## src/hw/rtl/blr_pkg.sv

```systemverilog
// Shared types and constants for the Bresenham line rasterizer.
package blr_pkg;

    localparam int CoordBits   = 13;
    localparam int CfgBits     = 13;
    localparam int FillBits    = 8;
    localparam int ErrBits     = CoordBits + 3;
    localparam int CfgIdxBits  = 1;
    localparam int DefMaxSpan  = 64;
    localparam int DefCmdDepth = 2;
    localparam int CmpBits     = (CoordBits - 1 > CfgBits) ? CoordBits - 1 : CfgBits;

    localparam logic [CfgBits-1:0] ImageSizeReset = CfgBits'(4096);

    typedef enum logic [CfgIdxBits-1:0] {
        CFG_WIDTH  = 1'b0,
        CFG_HEIGHT = 1'b1
    } t_cfg_idx;

    typedef logic signed [CoordBits-1:0] t_coord;
    typedef logic signed [ErrBits-1:0]   t_err;

    // One classified line command, ready for the walker
    typedef struct packed {
        t_coord              major;
        t_coord              minor;
        t_err                err;
        t_err                dec;
        t_err                adj;
        logic                neg;
        logic                steep;
        logic [FillBits-1:0] fill;
        logic                zero;
        logic                trunc;
    } t_cmd;

    typedef struct packed {
        logic [CfgBits-1:0] width;
        logic [CfgBits-1:0] height;
    } t_img_size;

    typedef enum logic {
        WALK_IDLE,
        WALK_RUN
    } t_walk_state;

endpackage

```

## src/hw/rtl/blr_front.sv

```systemverilog
// Front end: accepts line commands, swaps steep axes and orders end points.
module blr_front #(
    parameter int MAX_SPAN = 64,
    parameter int CNT_BITS = 6
) (
    input  logic                                 i_clk,
    input  logic                                 i_rst_n,
    input  logic                                 i_push,
    output logic                                 o_full,
    input  logic signed [blr_pkg::CoordBits-1:0] i_start_x,
    input  logic signed [blr_pkg::CoordBits-1:0] i_start_y,
    input  logic signed [blr_pkg::CoordBits-1:0] i_end_x,
    input  logic signed [blr_pkg::CoordBits-1:0] i_end_y,
    input  logic        [blr_pkg::FillBits-1:0]  i_fill_value,
    output logic                                 o_wr,
    input  logic                                 i_fifo_full,
    output blr_pkg::t_cmd                        o_cmd,
    output logic        [CNT_BITS-1:0]           o_cnt
);
    import blr_pkg::*;

    localparam logic [CNT_BITS-1:0]  CntTop  = CNT_BITS'(MAX_SPAN - 1);
    localparam logic [CoordBits:0]   SpanMax = (CoordBits + 1)'(MAX_SPAN);

    logic signed [CoordBits:0] w_dx;
    logic signed [CoordBits:0] w_dy;
    logic        [CoordBits:0] w_adx;
    logic        [CoordBits:0] w_ady;
    logic                      w_steep;
    logic                      w_take;

    logic                      r_s1_valid;
    t_coord                    r_ax;
    t_coord                    r_ay;
    t_coord                    r_bx;
    t_coord                    r_by;
    logic        [CoordBits:0] r_dmaj;
    logic        [CoordBits:0] r_dmin;
    logic                      r_steep;
    logic [FillBits-1:0]       r_fill;

    logic                      w_order;
    t_coord                    w_min_s;
    t_coord                    w_min_e;
    logic        [CoordBits:0] w_span_m1;
    logic        [CoordBits:0] w_ddiff;
    logic                      w_trunc;

    // Absolute deltas and steepness
    assign w_dx    = (CoordBits + 1)'(i_end_x) - (CoordBits + 1)'(i_start_x);
    assign w_dy    = (CoordBits + 1)'(i_end_y) - (CoordBits + 1)'(i_start_y);
    assign w_adx   = w_dx[CoordBits] ? -w_dx : w_dx;
    assign w_ady   = w_dy[CoordBits] ? -w_dy : w_dy;
    assign w_steep = w_ady > w_adx;

    // Stage one takes a beat when empty or when it drains this cycle
    assign o_full = r_s1_valid && i_fifo_full;
    assign o_wr   = r_s1_valid && !i_fifo_full;
    assign w_take = i_push && !o_full;

    always_ff @(posedge i_clk) begin
        if (!i_rst_n) begin
            r_s1_valid <= 1'b0;
        end else if (w_take) begin
            r_s1_valid <= 1'b1;
        end else if (o_wr) begin
            r_s1_valid <= 1'b0;
        end
    end

    // Hold the axis-swapped end points
    always_ff @(posedge i_clk) begin
        if (w_take) begin
            r_ax    <= w_steep ? i_start_y : i_start_x;
            r_ay    <= w_steep ? i_start_x : i_start_y;
            r_bx    <= w_steep ? i_end_y : i_end_x;
            r_by    <= w_steep ? i_end_x : i_end_y;
            r_dmaj  <= w_steep ? w_ady : w_adx;
            r_dmin  <= w_steep ? w_adx : w_ady;
            r_steep <= w_steep;
            r_fill  <= i_fill_value;
        end
    end

    // Order along the major axis and precompute the error steps
    assign w_order   = r_ax > r_bx;
    assign w_min_s   = w_order ? r_by : r_ay;
    assign w_min_e   = w_order ? r_ay : r_by;
    assign w_span_m1 = r_dmaj - 1'b1;
    assign w_ddiff   = r_dmaj - r_dmin;
    assign w_trunc   = r_dmaj > SpanMax;

    always_comb begin
        o_cmd.major = w_order ? r_bx : r_ax;
        o_cmd.minor = w_min_s;
        o_cmd.err   = ErrBits'(r_dmaj);
        o_cmd.dec   = ErrBits'({r_dmin, 1'b0});
        o_cmd.adj   = ErrBits'({w_ddiff, 1'b0});
        o_cmd.neg   = !(w_min_s < w_min_e);
        o_cmd.steep = r_steep;
        o_cmd.fill  = r_fill;
        o_cmd.zero  = (r_dmaj == '0);
        o_cmd.trunc = w_trunc;
        o_cnt       = w_trunc ? CntTop : w_span_m1[CNT_BITS-1:0];
    end

endmodule

```

## src/hw/rtl/blr_cmd_fifo.sv

```systemverilog
// Short command queue between the front end and the walker.
module blr_cmd_fifo #(
    parameter int WIDTH = 8,
    parameter int DEPTH = 2
) (
    input  logic             i_clk,
    input  logic             i_rst_n,
    input  logic             i_wr,
    input  logic [WIDTH-1:0] i_data,
    output logic             o_full,
    input  logic             i_rd,
    output logic [WIDTH-1:0] o_data,
    output logic             o_empty
);
    localparam int AddrBits = (DEPTH > 1) ? $clog2(DEPTH) : 1;

    logic [WIDTH-1:0]  r_mem [DEPTH];
    logic [AddrBits:0] r_wr_ptr;
    logic [AddrBits:0] r_rd_ptr;

    assign o_empty = (r_wr_ptr == r_rd_ptr);
    assign o_full  = (r_wr_ptr[AddrBits-1:0] == r_rd_ptr[AddrBits-1:0])
                  && (r_wr_ptr[AddrBits] != r_rd_ptr[AddrBits]);
    assign o_data  = r_mem[r_rd_ptr[AddrBits-1:0]];

    // Advance pointers on each beat
    always_ff @(posedge i_clk) begin
        if (!i_rst_n) begin
            r_wr_ptr <= '0;
            r_rd_ptr <= '0;
        end else begin
            if (i_wr && !o_full) begin
                r_wr_ptr <= r_wr_ptr + 1'b1;
            end
            if (i_rd && !o_empty) begin
                r_rd_ptr <= r_rd_ptr + 1'b1;
            end
        end
    end

    // Store the written entry
    always_ff @(posedge i_clk) begin
        if (i_wr && !o_full) begin
            r_mem[r_wr_ptr[AddrBits-1:0]] <= i_data;
        end
    end

endmodule

```

## src/hw/rtl/blr_walker.sv

```systemverilog
// Back end: walks major axis one pixel per cycle into a free output register.
module blr_walker #(
    parameter int CNT_BITS = 6
) (
    input  logic                                 i_clk,
    input  logic                                 i_rst_n,
    input  logic                                 i_fifo_empty,
    output logic                                 o_fifo_rd,
    input  blr_pkg::t_cmd                        i_cmd,
    input  logic        [CNT_BITS-1:0]           i_cnt,
    input  blr_pkg::t_img_size                   i_size,
    input  logic                                 i_pop,
    output logic                                 o_empty,
    output logic signed [blr_pkg::CoordBits-1:0] o_pixel_x,
    output logic signed [blr_pkg::CoordBits-1:0] o_pixel_y,
    output logic        [blr_pkg::FillBits-1:0]  o_pixel_value,
    output logic                                 o_write_enable,
    output logic                                 o_last,
    output logic                                 o_truncated
);
    import blr_pkg::*;

    t_walk_state           r_state;
    t_walk_state           n_state;
    t_coord                r_major;
    t_coord                r_minor;
    t_err                  r_err;
    t_err                  r_dec;
    t_err                  r_adj;
    logic                  r_neg;
    logic                  r_steep;
    logic [FillBits-1:0]   r_fill;
    logic                  r_zero;
    logic                  r_trunc;
    logic [CNT_BITS-1:0]   r_rem;

    logic                  r_o_valid;
    t_coord                r_px;
    t_coord                r_py;
    logic [FillBits-1:0]   r_val;
    logic                  r_we;
    logic                  r_last;
    logic                  r_otr;

    logic                  w_slot;
    logic                  w_emit;
    logic                  w_is_last;
    logic                  w_load;
    t_coord                w_px;
    t_coord                w_py;
    logic                  w_in_img;
    t_err                  w_e1;

    // Output slot is free when empty or drained this cycle
    assign w_slot    = !r_o_valid || i_pop;
    assign w_is_last = r_zero || (r_rem == '0);
    assign w_px      = r_steep ? r_minor : r_major;
    assign w_py      = r_steep ? r_major : r_minor;
    assign w_in_img  = !w_px[CoordBits-1] && !w_py[CoordBits-1]
                    && (CmpBits'(w_px[CoordBits-2:0]) < CmpBits'(i_size.width))
                    && (CmpBits'(w_py[CoordBits-2:0]) < CmpBits'(i_size.height));
    assign w_e1      = r_err - r_dec;

    // Sequence commands: load, emit, reload on the last beat
    always_comb begin
        n_state = r_state;
        w_emit  = 1'b0;
        w_load  = 1'b0;
        case (r_state)
            WALK_IDLE: begin
                if (!i_fifo_empty) begin
                    w_load  = 1'b1;
                    n_state = WALK_RUN;
                end
            end
            WALK_RUN: begin
                w_emit = w_slot;
                if (w_slot && w_is_last) begin
                    w_load  = !i_fifo_empty;
                    n_state = i_fifo_empty ? WALK_IDLE : WALK_RUN;
                end
            end
            default: begin
                n_state = WALK_IDLE;
            end
        endcase
    end

    assign o_fifo_rd = w_load;

    always_ff @(posedge i_clk) begin
        if (!i_rst_n) begin
            r_state <= WALK_IDLE;
        end else begin
            r_state <= n_state;
        end
    end

    // Load a new command or take one Bresenham step
    always_ff @(posedge i_clk) begin
        if (w_load) begin
            r_major <= i_cmd.major;
            r_minor <= i_cmd.minor;
            r_err   <= i_cmd.err;
            r_dec   <= i_cmd.dec;
            r_adj   <= i_cmd.adj;
            r_neg   <= i_cmd.neg;
            r_steep <= i_cmd.steep;
            r_fill  <= i_cmd.fill;
            r_zero  <= i_cmd.zero;
            r_trunc <= i_cmd.trunc;
            r_rem   <= i_cnt;
        end else if (w_emit) begin
            r_major <= r_major + 1'b1;
            r_rem   <= r_rem - 1'b1;
            if (w_e1[ErrBits-1]) begin
                r_minor <= r_neg ? r_minor - 1'b1 : r_minor + 1'b1;
                r_err   <= r_err + r_adj;
            end else begin
                r_err   <= w_e1;
            end
        end
    end

    // Output register valid flag
    always_ff @(posedge i_clk) begin
        if (!i_rst_n) begin
            r_o_valid <= 1'b0;
        end else if (w_emit) begin
            r_o_valid <= 1'b1;
        end else if (i_pop) begin
            r_o_valid <= 1'b0;
        end
    end

    // Capture the result beat; a zero-length line gives an empty result
    always_ff @(posedge i_clk) begin
        if (w_emit) begin
            if (r_zero) begin
                r_px   <= '0;
                r_py   <= '0;
                r_val  <= '0;
                r_we   <= 1'b0;
                r_last <= 1'b1;
                r_otr  <= 1'b0;
            end else begin
                r_px   <= w_px;
                r_py   <= w_py;
                r_val  <= r_fill;
                r_we   <= w_in_img;
                r_last <= w_is_last;
                r_otr  <= w_is_last && r_trunc;
            end
        end
    end

    assign o_empty        = !r_o_valid;
    assign o_pixel_x      = r_px;
    assign o_pixel_y      = r_py;
    assign o_pixel_value  = r_val;
    assign o_write_enable = r_we;
    assign o_last         = r_last;
    assign o_truncated    = r_otr;

endmodule

```

## src/hw/rtl/bresenham_line_rasterizer_top.sv

```systemverilog
// Top level of the Bresenham line rasterizer: config registers, front, queue, walker.
//
// Input channel: one line command (two end points and a fill value) per beat,
// taken at a clock edge with push high and full low. Result channel: one pixel
// per beat, shown while empty is low and taken at an edge with pop high.
// A command of major span N gives min(N, MAX_SPAN) pixels, the final one with
// o_last set and, when the line was cut at MAX_SPAN, o_truncated set. A
// zero-length command gives one empty result with o_last set.
// When idle, a command passes through the front register, the command queue, the
// walker and the output register before its first pixel shows.
// The walker emits one pixel per cycle while pop keeps the output slot free; a
// command already queued follows the last pixel of the one before with no gap.
// While the walker is busy the front and the command queue keep taking up to
// CMD_DEPTH + 1 further commands before full rises.
// When pop stays low the output register holds its beat and the walker stalls.
// Synchronous reset empties all stages and sets image width and height to 4096.
// Write the size registers via i_cfg_we only while idle; not enforced by the block.
module bresenham_line_rasterizer_top #(
    parameter int MAX_SPAN  = blr_pkg::DefMaxSpan,
    parameter int CMD_DEPTH = blr_pkg::DefCmdDepth
) (
    input  logic                                  i_clk,
    input  logic                                  i_rst_n,
    input  logic                                  push,
    output logic                                  full,
    input  logic signed [blr_pkg::CoordBits-1:0]  i_start_x,
    input  logic signed [blr_pkg::CoordBits-1:0]  i_start_y,
    input  logic signed [blr_pkg::CoordBits-1:0]  i_end_x,
    input  logic signed [blr_pkg::CoordBits-1:0]  i_end_y,
    input  logic        [blr_pkg::FillBits-1:0]   i_fill_value,
    output logic                                  empty,
    input  logic                                  pop,
    output logic signed [blr_pkg::CoordBits-1:0]  o_pixel_x,
    output logic signed [blr_pkg::CoordBits-1:0]  o_pixel_y,
    output logic        [blr_pkg::FillBits-1:0]   o_pixel_value,
    output logic                                  o_write_enable,
    output logic                                  o_last,
    output logic                                  o_truncated,
    input  logic                                  i_cfg_we,
    input  logic        [blr_pkg::CfgIdxBits-1:0] i_cfg_index,
    input  logic        [blr_pkg::CfgBits-1:0]    i_cfg_data
);
    import blr_pkg::*;

    localparam int CntBits = (MAX_SPAN > 1) ? $clog2(MAX_SPAN) : 1;
    localparam int FifoW   = $bits(t_cmd) + CntBits;

    t_img_size           r_size;
    logic                w_wr;
    logic                w_fifo_full;
    logic                w_fifo_empty;
    logic                w_fifo_rd;
    t_cmd                w_front_cmd;
    logic [CntBits-1:0]  w_front_cnt;
    logic [FifoW-1:0]    w_fifo_out;
    t_cmd                w_walk_cmd;
    logic [CntBits-1:0]  w_walk_cnt;

    // Size registers
    always_ff @(posedge i_clk) begin
        if (!i_rst_n) begin
            r_size.width  <= ImageSizeReset;
            r_size.height <= ImageSizeReset;
        end else if (i_cfg_we) begin
            case (t_cfg_idx'(i_cfg_index))
                CFG_WIDTH:  r_size.width  <= i_cfg_data;
                CFG_HEIGHT: r_size.height <= i_cfg_data;
                default: begin
                end
            endcase
        end
    end

    blr_front #(
        .MAX_SPAN (MAX_SPAN),
        .CNT_BITS (CntBits)
    ) u_front (
        .i_clk        (i_clk),
        .i_rst_n      (i_rst_n),
        .i_push       (push),
        .o_full       (full),
        .i_start_x    (i_start_x),
        .i_start_y    (i_start_y),
        .i_end_x      (i_end_x),
        .i_end_y      (i_end_y),
        .i_fill_value (i_fill_value),
        .o_wr         (w_wr),
        .i_fifo_full  (w_fifo_full),
        .o_cmd        (w_front_cmd),
        .o_cnt        (w_front_cnt)
    );

    blr_cmd_fifo #(
        .WIDTH (FifoW),
        .DEPTH (CMD_DEPTH)
    ) u_cmd_fifo (
        .i_clk   (i_clk),
        .i_rst_n (i_rst_n),
        .i_wr    (w_wr),
        .i_data  ({w_front_cmd, w_front_cnt}),
        .o_full  (w_fifo_full),
        .i_rd    (w_fifo_rd),
        .o_data  (w_fifo_out),
        .o_empty (w_fifo_empty)
    );

    assign w_walk_cmd = w_fifo_out[FifoW-1:CntBits];
    assign w_walk_cnt = w_fifo_out[CntBits-1:0];

    blr_walker #(
        .CNT_BITS (CntBits)
    ) u_walker (
        .i_clk          (i_clk),
        .i_rst_n        (i_rst_n),
        .i_fifo_empty   (w_fifo_empty),
        .o_fifo_rd      (w_fifo_rd),
        .i_cmd          (w_walk_cmd),
        .i_cnt          (w_walk_cnt),
        .i_size         (r_size),
        .i_pop          (pop),
        .o_empty        (empty),
        .o_pixel_x      (o_pixel_x),
        .o_pixel_y      (o_pixel_y),
        .o_pixel_value  (o_pixel_value),
        .o_write_enable (o_write_enable),
        .o_last         (o_last),
        .o_truncated    (o_truncated)
    );

    // A truncated flag only rides on the final beat of a command
    a_trunc_last : assert property (@(posedge i_clk) disable iff (!i_rst_n)
        !empty && o_truncated |-> o_last)
        else $error("truncated set on a beat that is not last");

    // A written pixel never has a negative coordinate
    a_we_in_range : assert property (@(posedge i_clk) disable iff (!i_rst_n)
        !empty && o_write_enable |-> !o_pixel_x[CoordBits-1] && !o_pixel_y[CoordBits-1])
        else $error("write enable on a negative coordinate");

    // Reset drains the result side
    a_reset_empty : assert property (@(posedge i_clk)
        !i_rst_n |=> empty)
        else $error("result present right after reset");

    // The queue never reads while empty
    a_fifo_rd : assert property (@(posedge i_clk) disable iff (!i_rst_n)
        w_fifo_rd |-> !w_fifo_empty)
        else $error("command queue read while empty");

endmodule
```

## config.mk

```make
export PLATFORM = sky130hd
export DESIGN_NAME = bresenham_line_rasterizer_top
export DESIGN_NICKNAME = d
export VERILOG_FILES = /design/src/hw/rtl/blr_pkg.sv /design/src/hw/rtl/blr_front.sv /design/src/hw/rtl/blr_cmd_fifo.sv /design/src/hw/rtl/blr_walker.sv /design/src/hw/rtl/bresenham_line_rasterizer_top.sv
export SDC_FILE = /design/constraint.sdc
export NUM_CORES = 1
export LEC_CHECK = 0
export BUFFER_PORTS_ARGS = -buffer_cell sky130_fd_sc_hd__buf_4
export CORE_UTILIZATION = 50
export CTS_CLUSTER_SIZE = 40
export DETAILED_ROUTE_END_ITERATION = 8
export PLACE_DENSITY = 0.67
export SLEW_MARGIN = 10
export SYNTH_ARGS = -nofsm -noshare
export SYNTH_HDL_FRONTEND = slang
export SYNTH_SLANG_ARGS = --single-unit
```

## constraint.sdc

```tcl
create_clock -name i_clk -period 8.3 [get_ports i_clk]
set_input_delay 1.66 -clock i_clk [delete_from_list [all_inputs] [get_ports i_clk]]
set_output_delay 1.66 -clock i_clk [all_outputs]
set_load 0.02 [all_outputs]
```

; ---- Yosys cells after proc, flatten, opt, wreduce, memory -nomap -nowiden
; Memories as Yosys holds them, arrays and structs flattened. A register that Yosys moved wholly into a read port is not among the register bits.
; Index checks and enable logic that the tools add are counted.
[totals]
memories = 1
inputBits = 79
register_bits = 251
mem_bits_rw = 172
wordCells = 126
[memory_table]
columns = name, words, width, read_ports, rd_ports_with_merged_regs, wr, line_no
row1 = u_cmd_fifo.r_mem, 2, 86, 1, 1, 1, blr_cmd_fifo.sv:17  ; logic [WIDTH-1:0] r_mem [DEPTH];
[op_classes]
order_cmp = 6
reduce_logical = 29
mux = 39
bitwise_logic = 2
n_eq_ne = 3
addsub = 14
[op_table]
columns = operator, count
row1 = $mux W13, 15
row2 = $mux W14, 4
row3 = $mux W16, 3
row4 = $lt A13 B13 Y1, 3
row5 = $neg A14 Y14, 2
row6 = $sub A13 B13 Y14, 2
row7 = $add A13 B1 Y13 const B, 2
row8 = $mux W6, 3
row9 = $add A16 B16 Y16, 1
row10 = $sub A16 B16 Y16, 1
row11 = $gt A14 B14 Y1, 1
row12 = $gt A14 B7 Y1 const B, 1
row13 = $logic_not A14 Y1, 1
row14 = $sub A14 B14 Y14, 1
row15 = $gt A13 B13 Y1, 1
row16 = $sub A13 B1 Y13 const B, 1
row17 = $mux W1, 12
row18 = $sub A6 B1 Y6 const B, 2
row19 = $logic_and A1 B1 Y1, 11
row20 = $reduce_bool A2 Y1, 4
row21 = $logic_not A1 Y1, 7
row22 = $logic_not A6 Y1, 1
row23 = $reduce_and A2 Y1, 3
row24 = $add A2 B1 Y2 const B, 2
row25 = 6 further kinds, 9

; ---- Logic depth before layout (Yosys ltp)
[logic_depth]
ltp_word = 8
ltp_mapped = 23

; ---- Hierarchy
; A second synthesis with hierarchy kept.
[unflattened]
cells_unflattened = 1973
hier_area_um2 = 23779.1
[by_module_without_submodules]
columns = module, n_inst, cells_each, area_each_um2, seq_area_each_um2
row1 = blr_walker, 1, 748, 8174.1, 3913.8
row2 = blr_front, 1, 805, 7689.9, 2692.6
row3 = blr_cmd_fifo, 1, 318, 6880.3, 5625.4
row4 = bresenham_line_rasterizer_top, 1, 102, 1034.7, 520.5

; ---- Worst setup path before layout
; Ideal clock, no wire load.
[synth_timing]
kind = reg-to-reg
from = register u_cmd_fifo.r_wr_ptr[1]
to = memory u_cmd_fifo.r_mem[0][0] (netlist name), enable pin
arrival_ps = 6789
n_path_buf = 0
stages_incl_launch_ff = 4
synth_period_minus_slack_ps = 7439
setup_time_ps = 650
required_time_ps = 7650
setup_slack_ps = 861
path_cell_list = dfxtp_1 -> xnor2_1 -> nor2_1 -> nor3b_1
[synth_via]
elab_chain_len = 7
[synth_rtl]
columns = element, line_no
row1 = start: declaration, blr_cmd_fifo.sv:18  ; logic [AddrBits:0] r_wr_ptr;
row2 = start signal: assignment, blr_cmd_fifo.sv:33  ; r_wr_ptr <= r_wr_ptr + 1'b1;
row3 = $ne A1 B1 Y1 *, blr_cmd_fifo.sv:23  ; && (r_wr_ptr[AddrBits] != r_rd_ptr[AddrBits]);
row4 = $logic_and A1 B1 Y1 *, blr_cmd_fifo.sv:23
row5 = $logic_not A1 Y1 *, "blr_front.sv:58, blr_cmd_fifo.sv:43"
row6 = $logic_and A1 B1 Y1, blr_front.sv:58  ; assign o_wr = r_s1_valid && !i_fifo_full;
row7 = $logic_and A1 B1 Y1 *, blr_cmd_fifo.sv:43  ; if (i_wr && !o_full) begin
row8 = $mux W1 *, blr_cmd_fifo.sv:43
row9 = $mux W1 (not written as such) *, blr_cmd_fifo.sv:44  ; r_mem[r_wr_ptr[AddrBits-1:0]] <= i_data;
row10 = end: declaration, blr_cmd_fifo.sv:17
; Mark *: on every way between the ends. The rest lies on a longest branch, timed or not.

; ---- Final worst setup path
[layout_timing]
from = input i_start_y[1] (netlist name)
to = register u_front.r_dmaj[5], data pin
[layout_via]
elab_chain_len = 5
[layout_rtl]
columns = element, line_no
row1 = start: declaration, bresenham_line_rasterizer_top.sv:27  ; input logic signed [blr_pkg::CoordBits-1:0] i_start_y,
row2 = $sub A13 B13 Y14 *, blr_front.sv:51  ; assign w_dy = (CoordBits + 1)'(i_end_y) - (CoordBits + 1)'(i_start_y);
row3 = $neg A14 Y14, blr_front.sv:53  ; assign w_ady = w_dy[CoordBits] ? -w_dy : w_dy;
row4 = $mux W14 *, blr_front.sv:53
row5 = $gt A14 B14 Y1, blr_front.sv:54  ; assign w_steep = w_ady > w_adx;
row6 = $mux W14 *, blr_front.sv:78  ; r_dmaj <= w_steep ? w_ady : w_adx;
row7 = end signal: assignment, blr_front.sv:78
row8 = end: declaration, blr_front.sv:37  ; logic [CoordBits:0] r_dmaj;
; Marks and branches as above.
; A chain may end at the register's enable or synchronous reset.

==> reports/qor.yml <==
yosys:
  synth_top_area_share_pct: 51.5
  synthMuxAreaShare_pct: 7.38
  yosysMostFrequentCell: "edfxtp_1"
  synth_top_family_by_area: "simple AND/OR/NAND/NOR gates"
  netlist_instances: 1948
  synthSimpleGateAreaFrac_pct: 11.6
  synth-seq-area-share_pct: 54.5
  yosysTopAreaCell: "edfxtp_1"
  synth_compound_gate_area_share_pct: 9.82
  synth_cell_type_count: 81
  synthAdderAreaFrac_pct: 8.56
  synth_nets: 2169
  ys_ff_latch: 417
  syn_area_mm2: 0.0223
  yosysWarnings: 0
  postSynth.asyncResetShare_pct: 0
  synth_edf_count: 383
  synth_xor_area_share_pct: 4.39
  avgSynthCellArea_um2: 11.5
  synth_area_leaders: "edfxtp_1, ha_1, mux2_2, nand2_1, mux2i_1"
  dominantRegCellSynth: "edfxtp_1"
  yosys-top-cells-count: "edfxtp_1, nand2_1, inv_1"
floorplan:
  fp.dieH_um: 213
  core_mm2: 0.0441
  std_cell_rows: 77
  die_w_um: 213
  dieArea_mm2: 0.0455
  ios: 118
  initial_core_util_pct: 50.6
placement:
  place_congestion: 0.924
  numPlacedInstances: 2612
  port_buffers: 117
  pre_cts_ws_ns: 1.20
  dp_hpwl_um: 34900
power_and_ir_drop:
  ir_drop_v: 0.000256
  power_density_mw_per_mm2: 428
  p_leak_uw: 0.00986
hold_path:
  worstHoldPathType: "flop to flop"
  min_delay_path_depth: 0
cells_and_area:
  post-route-util_pct: 57.3
  n_antenna_cell: 0
  nNetsFinal: 2288
  fin_cells: 2693
  area_growth_pct: 13.3
  n_fill_cell: 3674
  ff_latch_area_mm2: 0.0122
  layout-drive-gt1-share_pct: 15.1
  multiInputGateArea_mm2: 0.00937
flow_run:
  max_cap_viol_count: 0
clock_tree:
  cts_sinks: 417
  cts_setup_buffers: 0
  cts_buffers: 45
  htreeDepth: 2
  clkLatencyLatePin_ns: 0.59
  post_cts_resized: 0
  cts_root_buf: "clkbuf_16"
  holdBufCountCts: 0
  clk_pin_slew_ns: 0.06
  clk_path_buf_depth: 3
  cts_tree: "built"
detailed_routing:
  drt-initial-drc-count: 1119
  drc_errors: 0
  firstDrtPassIters: 7
  post_drt_wl_per_cell_um: 18.0
  vias: 14800
  antenna_left: 0
  routed_wl_um: 48600
  vias_per_cell: 5.49
critical_path:
  worstPathMaxFanout: 96
  required_ns: 8.63
  start_kind: "input port"
  ff2ff_path_depth: 10
  critPathKind: "input port to flop"
  end_kind: "flop"
  worst_ep_arrival_time_ns: 6.81
sta:
  max_slew_margin_pct: 27.6
  worst_slack_ns: 1.82
  rsz0062_at_grt: "no"
  clock_skew_ns: 0.0171
  fmaxAchievable_mhz: 154
  hold_viol_final: 0
  drv_slew: 0
  fin_crit_ns: 6.48
  tns_ns: 0
  whs_ns: 0.448
  tightest_slew_ns: 1.09
  setup_viol: 0
  post-route-period-util_pct: 78.1
global_routing:
  grt_pass1_wl_um: 75700
  grt_pass1_vias: 14200
  grt_max_degree: 97
  grt.total_usage_pct: 21.5
  antenna_found_initial: 0
  gr-total-overflow: 0
status:
  status: "finished clean"
cell usage in the layout (no fill, tap or decap), drive strengths merged, types with 16 or more instances in the layout:
cell type	count
a21o	16
nor2	101
nor3	34
a21oi	123
o21ai	112
mux2i	69
clkinv	21
buf	133
mux2	85
nand3	29
inv	153
edfxtp	383
xor2	53
nand2b	24
clkbuf	51
nor2b	64
xnor2	59
dfxtp	34
ha	136
nand2	219
a211oi	17
worst max-delay path, cell delays in order:
cell and delay, ns:
buf_4 0.11, inv_1 0.05, ha_1 0.28, and2b_4 0.18, o31a_4 0.30, o21ai_4 0.24
a21oi_1 0.17, a31oi_1 0.71, o21ai_0 0.24, xnor2_1 0.41, inv_1 0.09, ha_1 0.32
and2_1 0.16, a221oi_1 0.27, o21ai_0 0.20, o31ai_4 0.21, buf_4 0.76, mux2_2 0.41
registers in the layout, indices dropped and copies added (netlist names), 2 cells and up, named ones only:
name and cells:
u_cmd_fifo.r_mem 170, u_front.r_dmaj 14, u_walker.r_major 13, u_walker.r_fill 8
u_front.r_fill 8, u_front.r_ay 13, u_cmd_fifo.r_wr_ptr 2, u_walker.r_dec 14
u_walker.r_adj 14, r_size 26, u_walker.r_rem 6, u_walker.o_pixel_x 13
u_front.r_bx 13, u_front.r_ax 13, u_cmd_fifo.r_rd_ptr 2, u_front.r_by 13
u_walker.o_pixel_y 13, u_front.r_dmin 14, u_walker.r_minor 13, u_walker.r_err 15
u_walker.o_pixel_value 8
power by group:
group	internal [uW]	switching, uW	leakage, uW	total [uW]
clock	1130	844	0.000700	1970
sequential	3490	465	0.00388	3950
combinational	2050	2850	0.00527	4910
total	6670	4160	0.00986	10800
stage by stage:
step / power (uW) / instance area, um2
2_1_floorplan: 7540 / 22300
3_3_place_gp: 8690 / 23900
3_5_place_dp: 8870 / 23900
4_1_cts: 10900 / 25300
5_1_grt: 11600 / 25300
6_report: 10800 / 25300
final timing paths:
check	slack (ns)	start	end
worst max-delay path	1.82	i_start_y[1]	u_front.r_dmaj[5]$_DFFE_PP_
worst min register to register	0.45	u_front.r_fill[3]$_DFFE_PP_	u_cmd_fifo.r_mem[0][11]$_DFFE_PP_
worst max register to register	4.51	u_walker.r_rem[2]$_DFFE_PP_	u_walker.r_err[13]$_DFFE_PP_
worst min-delay path	0.45	u_front.r_fill[3]$_DFFE_PP_	u_cmd_fifo.r_mem[0][11]$_DFFE_PP_
cell type report:
cell class | count | area share, %
Clock buffer | 51 | 4.54
Clock inverter | 30 | 1.15
Inverter | 151 | 2.24
Multi-Input combinational cell | 1319 | 37.0
Sequential cell | 417 | 48.2
Tap cell | 592 | 2.93
Timing Repair Buffer | 133 | 3.95
cells by family after synthesis:
| family | count (synthesis) |
|---|---|
| flip-flops | 417 |
| multiplexers | 154 |
| XOR/XNOR | 112 |
| AO/OA/AOI/OAI | 358 |
| adder cells (fa/ha/maj) | 151 |
| buffers and inverters | 212 |
| AND/OR/NAND/NOR | 544 |
per-layer routing:
layer	vias to the layer above	share of wire, %	track usage, %
met3	64	5.9	3.49
met2	387	45	33.3
met5	-	0	0
met1	7073	47	30.7
met4	0	2.5	7.59
li1	7266	-	-
Power figures use the tool's default switching activity.
